<file path="src/hw/rtl/tkcl_pkg.sv">
// Shared types and constants of the timed keypad code lock.
// Used by every RTL module of the block and by its checker.
`default_nettype none

package tkcl_pkg;

	localparam int TICK_W    = 24;
	localparam int CHAR_W    = 8;
	localparam int PULSE_W   = 12;
	localparam int MOTOR_W   = 10;
	localparam int CFG_IDX_W = 3;
	localparam int CFG_DAT_W = 24;

	localparam logic [TICK_W-1:0] TICK_MAX = {TICK_W{1'b1}};
	localparam logic [CHAR_W-1:0] EMPTY_CH = 8'h2A;

	localparam logic [TICK_W-1:0]  RST_FEED_DELAY   = 24'd1500;
	localparam logic [CHAR_W-1:0]  RST_CODE_FIRST   = 8'h31;
	localparam logic [CHAR_W-1:0]  RST_CODE_SECOND  = 8'h32;
	localparam logic [PULSE_W-1:0] RST_SERVO_LOCK   = 12'd147;
	localparam logic [PULSE_W-1:0] RST_SERVO_UNLOCK = 12'd175;
	localparam logic [MOTOR_W-1:0] RST_MOTOR_MIN    = 10'd255;
	localparam logic [MOTOR_W-1:0] RST_MOTOR_MAX    = 10'd510;

	typedef enum logic [CFG_IDX_W-1:0] {
		CFG_FEED_DELAY   = 3'd0,
		CFG_CODE_FIRST   = 3'd1,
		CFG_CODE_SECOND  = 3'd2,
		CFG_SERVO_LOCK   = 3'd3,
		CFG_SERVO_UNLOCK = 3'd4,
		CFG_MOTOR_MIN    = 3'd5,
		CFG_MOTOR_MAX    = 3'd6
	} cfg_idx_t;

	typedef struct packed {
		logic [TICK_W-1:0]  feed_delay_ticks;
		logic [CHAR_W-1:0]  code_first;
		logic [CHAR_W-1:0]  code_second;
		logic [PULSE_W-1:0] servo_lock_pulse;
		logic [PULSE_W-1:0] servo_unlock_pulse;
		logic [MOTOR_W-1:0] motor_min_pulse;
		logic [MOTOR_W-1:0] motor_max_pulse;
	} cfg_t;

	typedef struct packed {
		logic [3:0]         row_levels;
		logic [MOTOR_W-1:0] pot_sample;
	} in_word_t;

	typedef struct packed {
		logic [2:0]         column_drive;
		logic               feed_permit;
		logic               locked;
		logic               entry_enabled;
		logic [CHAR_W-1:0]  entered_first;
		logic [CHAR_W-1:0]  entered_second;
		logic [PULSE_W-1:0] servo_pulse;
		logic               motor_on;
		logic [PULSE_W-1:0] motor_pulse;
	} out_word_t;

	// 3x4 keypad legend, row 0 on top, column 0 on the left.
	function automatic logic [CHAR_W-1:0] key_char(input logic [1:0] row,
			input logic [1:0] col);
		logic [CHAR_W-1:0] ch;
		ch = EMPTY_CH;
		unique case ({row, col})
			4'b00_00: ch = 8'h31;
			4'b00_01: ch = 8'h32;
			4'b00_10: ch = 8'h33;
			4'b01_00: ch = 8'h34;
			4'b01_01: ch = 8'h35;
			4'b01_10: ch = 8'h36;
			4'b10_00: ch = 8'h37;
			4'b10_01: ch = 8'h38;
			4'b10_10: ch = 8'h39;
			4'b11_00: ch = EMPTY_CH;
			4'b11_01: ch = 8'h30;
			4'b11_10: ch = 8'h23;
			default:  ch = EMPTY_CH;
		endcase
		return ch;
	endfunction

endpackage

`default_nettype wire

</file>
<file path="src/hw/rtl/tkcl_cfg.sv">
// Configuration register file of the timed keypad code lock.
// Depends on tkcl_pkg for the register layout, indexes and reset values.
`default_nettype none

module tkcl_cfg import tkcl_pkg::*; (
	input  wire logic                 clk,
	input  wire logic                 arst_n,
	input  wire logic                 cfg_we,
	input  wire logic [CFG_IDX_W-1:0] cfg_index,
	input  wire logic [CFG_DAT_W-1:0] cfg_wdata,
	output cfg_t                      cfg
);

	cfg_t cfg_q;

	always_ff @(posedge clk or negedge arst_n) begin
		if (!arst_n) begin
			cfg_q.feed_delay_ticks   <= RST_FEED_DELAY;
			cfg_q.code_first         <= RST_CODE_FIRST;
			cfg_q.code_second        <= RST_CODE_SECOND;
			cfg_q.servo_lock_pulse   <= RST_SERVO_LOCK;
			cfg_q.servo_unlock_pulse <= RST_SERVO_UNLOCK;
			cfg_q.motor_min_pulse    <= RST_MOTOR_MIN;
			cfg_q.motor_max_pulse    <= RST_MOTOR_MAX;
		end else if (cfg_we) begin
			// Indexes past the last register are ignored.
			unique case (cfg_idx_t'(cfg_index))
				CFG_FEED_DELAY:   cfg_q.feed_delay_ticks   <= cfg_wdata[TICK_W-1:0];
				CFG_CODE_FIRST:   cfg_q.code_first         <= cfg_wdata[CHAR_W-1:0];
				CFG_CODE_SECOND:  cfg_q.code_second        <= cfg_wdata[CHAR_W-1:0];
				CFG_SERVO_LOCK:   cfg_q.servo_lock_pulse   <= cfg_wdata[PULSE_W-1:0];
				CFG_SERVO_UNLOCK: cfg_q.servo_unlock_pulse <= cfg_wdata[PULSE_W-1:0];
				CFG_MOTOR_MIN:    cfg_q.motor_min_pulse    <= cfg_wdata[MOTOR_W-1:0];
				CFG_MOTOR_MAX:    cfg_q.motor_max_pulse    <= cfg_wdata[MOTOR_W-1:0];
				default:          cfg_q <= cfg_q;
			endcase
		end
	end

	assign cfg = cfg_q;

endmodule

`default_nettype wire

</file>
<file path="src/hw/rtl/tkcl_core.sv">
// Per-tick update of the code lock: feed delay, lock FSM, keypad scanner, motor.
// Depends on tkcl_pkg; state advances only on a step from the top level.
`default_nettype none

module tkcl_core import tkcl_pkg::*; (
	input  wire logic clk,
	input  wire logic arst_n,
	input  wire logic step,
	input  wire in_word_t item,
	input  wire cfg_t  cfg,
	output out_word_t nxt
);

	typedef enum logic [1:0] {
		FP_START = 2'd0,
		FP_FEED  = 2'd1,
		FP_WAIT  = 2'd2,
		FP_FED   = 2'd3
	} feed_phase_t;

	typedef enum logic [1:0] {
		LP_INIT   = 2'd0,
		LP_LOCKED = 2'd1,
		LP_CHECK  = 2'd2,
		LP_OPEN   = 2'd3
	} lock_phase_t;

	typedef enum logic [2:0] {
		SP_COL0    = 3'd0,
		SP_COL1    = 3'd1,
		SP_COL2    = 3'd2,
		SP_TAKE    = 3'd3,
		SP_RELEASE = 3'd4
	} scan_phase_t;

	feed_phase_t        feed_phase_q, feed_phase_n;
	lock_phase_t        lock_phase_q, lock_phase_n;
	scan_phase_t        scan_phase_q, scan_phase_n;
	logic [TICK_W-1:0]  tick_count_q, tick_count_n, tick_mid;
	logic [1:0]         scan_col_q, scan_col_n, col_sel, row_sel;
	logic [CHAR_W-1:0]  buf0_q, buf0_n, buf1_q, buf1_n, ch;
	logic               lock_flag_q, lock_flag_n;
	logic [2:0]         col_reg_q, col_reg_n;
	logic [PULSE_W-1:0] motor_q, motor_n, servo;
	logic [MOTOR_W-1:0] span;
	logic [19:0]        prod;
	logic               permit, entry, key, row_found;

	function automatic logic [TICK_W-1:0] sat_inc(input logic [TICK_W-1:0] v);
		return (v == TICK_MAX) ? v : v + 1'b1;
	endfunction

	always_comb begin
		// Feed delay: the tick that leaves the feed phase counts twice.
		feed_phase_n = feed_phase_q;
		unique case (feed_phase_q)
			FP_START: feed_phase_n = FP_FEED;
			FP_FEED:  feed_phase_n = FP_WAIT;
			FP_WAIT:  if (tick_count_q > cfg.feed_delay_ticks) feed_phase_n = FP_FED;
			FP_FED:   feed_phase_n = FP_FED;
		endcase
		tick_mid = (feed_phase_q == FP_FEED) ? sat_inc(tick_count_q) : tick_count_q;
		if (feed_phase_n == FP_FEED) begin
			tick_count_n = '0;
		end else if (feed_phase_n == FP_WAIT) begin
			tick_count_n = sat_inc(tick_mid);
		end else begin
			tick_count_n = tick_mid;
		end
		permit = (feed_phase_n == FP_FED);

		// Lock FSM compares the buffer as it stood before this tick's key.
		lock_phase_n = lock_phase_q;
		unique case (lock_phase_q)
			LP_INIT:   lock_phase_n = LP_LOCKED;
			LP_LOCKED: if (permit) lock_phase_n = LP_CHECK;
			LP_CHECK: begin
				if (buf0_q == cfg.code_first && buf1_q == cfg.code_second)
					lock_phase_n = LP_OPEN;
			end
			LP_OPEN:   lock_phase_n = LP_OPEN;
		endcase
		if (lock_phase_n == LP_LOCKED) begin
			lock_flag_n = 1'b1;
		end else if (lock_phase_n == LP_OPEN) begin
			lock_flag_n = 1'b0;
		end else begin
			lock_flag_n = lock_flag_q;
		end
		servo = (lock_phase_n == LP_OPEN) ? cfg.servo_unlock_pulse : cfg.servo_lock_pulse;
		entry = (lock_phase_n == LP_CHECK) || (lock_phase_n == LP_OPEN);

		// Keypad scanner.
		key = (item.row_levels != 4'hF);
		scan_phase_n = scan_phase_q;
		scan_col_n = scan_col_q;
		col_reg_n = col_reg_q;
		buf0_n = buf0_q;
		buf1_n = buf1_q;
		row_found = 1'b1;
		row_sel = 2'd0;
		ch = EMPTY_CH;
		col_sel = (scan_col_q > 2'd2) ? 2'd2 : scan_col_q;
		if (entry) begin
			unique case (scan_phase_q)
				SP_COL0: begin
					if (key) begin
						scan_col_n = 2'd0;
						scan_phase_n = SP_TAKE;
					end else begin
						scan_phase_n = SP_COL1;
					end
				end
				SP_COL1: begin
					if (key) begin
						scan_col_n = 2'd1;
						scan_phase_n = SP_TAKE;
					end else begin
						scan_phase_n = SP_COL2;
					end
				end
				SP_COL2: begin
					if (key) begin
						scan_col_n = 2'd2;
						scan_phase_n = SP_TAKE;
					end else begin
						scan_phase_n = SP_COL0;
					end
				end
				SP_TAKE: scan_phase_n = SP_RELEASE;
				SP_RELEASE: begin
					if (!key) begin
						unique case (scan_col_q)
							2'd0:    scan_phase_n = SP_COL1;
							2'd1:    scan_phase_n = SP_COL2;
							2'd2:    scan_phase_n = SP_COL0;
							default: scan_phase_n = SP_RELEASE;
						endcase
					end
				end
				default: scan_phase_n = SP_COL0;
			endcase

			// The column used for a take is the one just latched.
			col_sel = (scan_col_n > 2'd2) ? 2'd2 : scan_col_n;
			priority if (!item.row_levels[0]) row_sel = 2'd0;
			else if (!item.row_levels[1]) row_sel = 2'd1;
			else if (!item.row_levels[2]) row_sel = 2'd2;
			else if (!item.row_levels[3]) row_sel = 2'd3;
			else row_found = 1'b0;
			ch = key_char(row_sel, col_sel);

			unique case (scan_phase_n)
				SP_COL0: col_reg_n = 3'b110;
				SP_COL1: col_reg_n = 3'b101;
				SP_COL2: col_reg_n = 3'b011;
				SP_TAKE: begin
					if (row_found) begin
						// The clear key, or a key after a full buffer, starts over.
						if (ch == EMPTY_CH || buf1_q != EMPTY_CH) begin
							buf0_n = EMPTY_CH;
							buf1_n = EMPTY_CH;
						end
						if (buf0_n == EMPTY_CH) begin
							buf0_n = ch;
						end else if (buf1_n == EMPTY_CH) begin
							buf1_n = ch;
						end
					end
				end
				default: col_reg_n = col_reg_q;
			endcase
		end

		// Motor: min + span * pot / 512, held while unlocked.
		span = (cfg.motor_max_pulse >= cfg.motor_min_pulse)
			? cfg.motor_max_pulse - cfg.motor_min_pulse : '0;
		prod = 20'(span) * 20'(item.pot_sample);
		motor_n = lock_flag_n ? PULSE_W'(cfg.motor_min_pulse) + PULSE_W'(prod[19:9]) : motor_q;

		nxt.column_drive   = col_reg_n;
		nxt.feed_permit    = permit;
		nxt.locked         = lock_flag_n;
		nxt.entry_enabled  = entry;
		nxt.entered_first  = buf0_n;
		nxt.entered_second = buf1_n;
		nxt.servo_pulse    = servo;
		nxt.motor_on       = lock_flag_n;
		nxt.motor_pulse    = motor_n;
	end

	always_ff @(posedge clk or negedge arst_n) begin
		if (!arst_n) begin
			feed_phase_q <= FP_FEED;
			tick_count_q <= '0;
			lock_phase_q <= LP_INIT;
			scan_phase_q <= SP_COL0;
			scan_col_q   <= 2'd0;
			buf0_q       <= EMPTY_CH;
			buf1_q       <= EMPTY_CH;
			lock_flag_q  <= 1'b0;
			col_reg_q    <= 3'b111;
			motor_q      <= '0;
		end else if (step) begin
			feed_phase_q <= feed_phase_n;
			tick_count_q <= tick_count_n;
			lock_phase_q <= lock_phase_n;
			scan_phase_q <= scan_phase_n;
			scan_col_q   <= scan_col_n;
			buf0_q       <= buf0_n;
			buf1_q       <= buf1_n;
			lock_flag_q  <= lock_flag_n;
			col_reg_q    <= col_reg_n;
			motor_q      <= motor_n;
		end
	end

endmodule

`default_nettype wire

</file>
<file path="src/hw/rtl/timed_keypad_code_lock.sv">
// Timed keypad code lock. Each input word is one scheduler tick; each tick
// yields exactly one output word. A word is captured in an input register
// and the tick update runs combinationally from there into the output
// register; the block takes one word per clock while the output side is
// not stalled. The throughput is set by the combinational update of the
// lock state, including the 10x10 motor speed multiply. Configuration must
// be written only while the block is idle; the block does not check it.
// Depends on tkcl_pkg, tkcl_cfg and tkcl_core.
`default_nettype none

module timed_keypad_code_lock import tkcl_pkg::*; (
	input  wire logic                 clk,
	input  wire logic                 arst_n,
	input  wire logic                 in_valid,
	output logic                      in_stall,
	input  wire in_word_t             in_data,
	output logic                      out_valid,
	input  wire logic                 out_stall,
	output out_word_t                 out_data,
	input  wire logic                 cfg_we,
	input  wire logic [CFG_IDX_W-1:0] cfg_index,
	input  wire logic [CFG_DAT_W-1:0] cfg_wdata
);

	cfg_t      cfg;
	in_word_t  in_data_s1;
	logic      in_valid_s1;
	out_word_t nxt;
	out_word_t out_data_q;
	logic      out_valid_q;
	logic      adv;

	// A word moves on when the output register is empty or being emptied.
	assign adv = in_valid_s1 && (!out_valid_q || !out_stall);
	assign in_stall = in_valid_s1 && !adv;

	tkcl_cfg u_cfg (
		.clk       (clk),
		.arst_n    (arst_n),
		.cfg_we    (cfg_we),
		.cfg_index (cfg_index),
		.cfg_wdata (cfg_wdata),
		.cfg       (cfg)
	);

	tkcl_core u_core (
		.clk    (clk),
		.arst_n (arst_n),
		.step   (adv),
		.item   (in_data_s1),
		.cfg    (cfg),
		.nxt    (nxt)
	);

	always_ff @(posedge clk or negedge arst_n) begin
		if (!arst_n) begin
			in_valid_s1 <= 1'b0;
			out_valid_q <= 1'b0;
		end else begin
			if (!in_stall) in_valid_s1 <= in_valid;
			if (adv) begin
				out_valid_q <= 1'b1;
			end else if (!out_stall) begin
				out_valid_q <= 1'b0;
			end
		end
	end

	always_ff @(posedge clk) begin
		if (in_valid && !in_stall) in_data_s1 <= in_data;
		if (adv) out_data_q <= nxt;
	end

	assign out_valid = out_valid_q;
	assign out_data  = out_data_q;

endmodule

`default_nettype wire

</file>
<file path="config.mk">
export PLATFORM = sky130hd
export DESIGN_NAME = timed_keypad_code_lock
export DESIGN_NICKNAME = d
export VERILOG_FILES = /design/src/hw/rtl/tkcl_pkg.sv /design/src/hw/rtl/tkcl_cfg.sv /design/src/hw/rtl/tkcl_core.sv /design/src/hw/rtl/timed_keypad_code_lock.sv
export SDC_FILE = /design/constraint.sdc
export NUM_CORES = 1
export LEC_CHECK = 0
export ABC_AREA = 1
export BUFFER_PORTS_ARGS = -buffer_cell sky130_fd_sc_hd__buf_2
export CORE_ASPECT_RATIO = 0.7
export CORE_MARGIN = 3
export CORE_UTILIZATION = 40
export DETAILED_ROUTE_END_ITERATION = 16
export GPL_TIMING_DRIVEN = 0
export SKIP_LAST_GASP = 1
export SLEW_MARGIN = 5
export SYNTH_ARGS = -nofsm -noshare
export SYNTH_HDL_FRONTEND = slang
export SYNTH_SLANG_ARGS = --single-unit
</file>
<file path="constraint.sdc">
create_clock -name clk -period 16.6 [get_ports clk]
set_input_delay 1.66 -clock clk [delete_from_list [all_inputs] [get_ports clk]]
set_output_delay 1.66 -clock clk [all_outputs]
set_load 0.01 [all_outputs]
</file>
==> results.yml <==
sta:
  finalSetupTns_ns: 0
  slew_headroom: 0.399
  period_share: 0.552
  fmax_ghz: 0.109
  setup_slack_ns: 7.43
  slew_viol_final: 0
  min_period_ns: 9.17
  clock_skew_ns: 0.0137
  setup_violations: 0
  worst_pin_slew_ns: 0.900
  hold_violations: 0
  rsz0062_at_grt: "no"
synthesis:
  ys_ff_latch: 211
  syn_area_um2: 15300
  synth_area_per_cell_um2: 7.77
  synth.distinct_cells: 48
  ys_top_cells_by_area: "dfrtp_1 (17%), nand2_1 (15%), edfxtp_1 (12%)"
  syn-instance-count: 1969
  synth-seq-area-share: 0.369
  ys.flop_type: "dfrtp_1"
  synth_top_area_cell: "dfrtp_1"
  synth_edf_count: 60
  async_reset_ff_frac: 0.716
  yosysWarnings: 0
  synth_top_area_frac: 0.167
  syn_nets: 2177
global_route:
  grt_max_degree: 81
  overflow: 0
  grt_pass1_wl_mm: 69.5
  grt_util_all_layers: 0.213
  antenna_found_initial: 0
  grt_pass1_vias: 12800
setup_path:
  slowest_stage: "nor2_1"
  cp.arrival_ns: 9.45
  crit_path_frequent_cell: "nand2_1"
  end_kind: "flip-flop"
  critical_path_class: "flip-flop to flip-flop"
  rr_worst_depth: 34
  worstPathRequired_ns: 16.88
  critPathMaxFanout: 10
  start_kind: "flip-flop"
  cpPeakStageDelay_ns: 0.64
flow_run:
  drv_cap: 0
detailed_routing:
  wirelength_mm: 42.5
  highest_layer: "met4"
  firstDrtPassIters: 6
  wl_met3_mm: 2.90
  drc_errors: 0
  vias_per_cell: 5.11
  wirelength_met1_mm: 20.9
  detail_route.wl_per_cell_um: 16.4
  drt_iter0_drc: 1179
  postRouteAntennaNets: 0
  routed-wl-met2_mm: 18.2
  vias: 13300
finish:
  area_growth_pct: 12.7
  antenna-diode-count: 0
  nets: 2297
  fillers: 3672
  multi_input_area_um2: 8440
  drive_gt1_frac: 0.124
  layoutNonFillerInstCount: 2594
  ff_latch_area_um2: 5640
  stdcell_area_um2: 17200
  utilization: 0.461
power:
  ir_drop_v: 0.000250
  power.leakage_nw: 8.67
  pwr_density_cell_nw_per_um2: 216
placement:
  dp_cells: 2552
  io_buffers: 94
  gp_congestion: 0.915
  place_hpwl_mm: 32.8
  postPlaceCellArea_um2: 16400
  post-place-ws_ns: 7.53
clock_tree:
  cts.htree.levels: 1
  clk_latency_ns: 0.53
  cts_buffers: 23
  cts_setup_buffers: 0
  cts_resized: 0
  root_buffer: "clkbuf_16"
  clock_sink_count: 211
  holdBufCountCts: 0
  cts_buffer_depth: 3
  path_clk_slew_ns: 0.06
  cts_tree: "yes"
die:
  die_w_um: 240
  core_area_um2: 37400
  io_pins: 95
  num_rows: 59
  die-height_um: 170
  initial_core_util: 0.409
  die-area_um2: 40700
status:
  outcome: "completed"
worst_hold_path:
  whs_path_depth: 2
  worstHoldPathType: "flip-flop to flip-flop"
-- cells in the final DEF, fill, tap and decap left out, types with 3 or more instances in the layout --
cell and count:
buf_1 5, o21a_1 4, ha_1 99, nor2_4 8, xor2_1 27, nor4_1 5
buf_6 5, nand3_2 9, inv_2 4, nor3_1 14, o21ai_1 9, xnor2_1 12
a21oi_1 64, inv_1 255, clkbuf_16 23, nand2_1 604, nand2_2 15, and2_1 6
o21ai_0 117, nor2_2 13, buf_4 3, or2_2 9, nor2_1 183, nand3b_1 3
edfxtp_1 60, buf_2 100, clkinv_1 6, dfrtp_1 102, o2111ai_1 3, clkbuf_1 30
nand3_1 112, a31oi_1 7, dfstp_2 49, fa_1 63, bufinv_16 4, clkbuf_8 4
nand4_1 44
-- sequential cells by signal (all words and copies together) (netlist names), 2 cells and up --
signal               count
u_core.scan_phase_q      3
u_core.buf1_q            8
out_data                46
u_core.motor_q          12
in_data_s1              14
u_core.tick_count_q     24
u_core.lock_phase_q      2
u_core.col_reg_q         3
u_core.scan_col_q        2
u_core.buf0_q            8
u_cfg.cfg               84
u_core.feed_phase_q      2
-- critical path: cells and delay by family (launching register included) --
family / cells / cell delay, ns
xor+xnor: 1 / 0.16
compound gates: 7 / 1.44
flops: 1 / 0.58
fa+ha+maj: 8 / 3.62
buf+inv: 6 / 0.93
simple gates: 12 / 2.16
-- path summary, 6_finish.rpt --
path,from,endpoint,slack (ns)
setup / recovery,u_cfg.cfg[14],out_data[11],7.43
hold / removal,in_valid_s1,out_valid,0.46
setup reg to reg,u_cfg.cfg[14],out_data[11],7.43
hold reg to reg,in_valid_s1,out_valid,0.46
max in group asynchronous,arst_n,u_cfg.cfg[45],14.66
min in group asynchronous,arst_n,u_core.tick_count_q[21],1.06
-- synth_stat cells (14+ instances only) --
library cell    n
dfrtp_1       102
dfstp_2        49
nand3_1       112
nor3_1         14
nor2_1        183
clkbuf_1       28
edfxtp_1       60
o21ai_0       117
ha_1           99
nand2_1       604
xor2_1         27
a21oi_1        64
nand2_2        15
fa_1           63
inv_1         255
nand4_1        44
-- cell type report --
cell class,instances,area share
sequential,211,0.327
timing repair buffer,95,0.0295
buffer,48,0.0140
clock buffer,30,0.0372
tap,488,0.0354
clock inverter,12,0.0102
inverter,262,0.0571
multi-input combinational,1448,0.489
-- kinds of logic after synthesis --
logic type      synth area share
simple gates               0.289
buf+inv                   0.0798
compound gates            0.0753
flops                      0.369
fa+ha+maj                  0.163
xor+xnor                  0.0238
-- metrics by stage --
stage | hold WS [ns] | power [mW]
4_1_cts | 0.469 | 3.77
6_report | 0.464 | 3.73
3_5_place_dp | 0.452 | 3.17
3_3_place_gp | 0.440 | 3.16
5_1_grt | 0.490 | 4.14
2_1_floorplan | 0.434 | 2.56
-- routing by layer --
metal / vias to the layer above / track usage
met3: 36 / 0.0383
met5: - / 0
met4: 0 / 0.0313
li1: 6548 / -
met2: 360 / 0.323
met1: 6314 / 0.323
-- report_power, final --
part	switching (mW)	internal [mW]	leakage [nW]
Clock	0.225	0.337	0.392
Combinational	1.56	0.901	5.89
Sequential	0.0519	0.651	2.39
Total	1.84	1.89	8.67
Power figures use the tool's default switching activity.
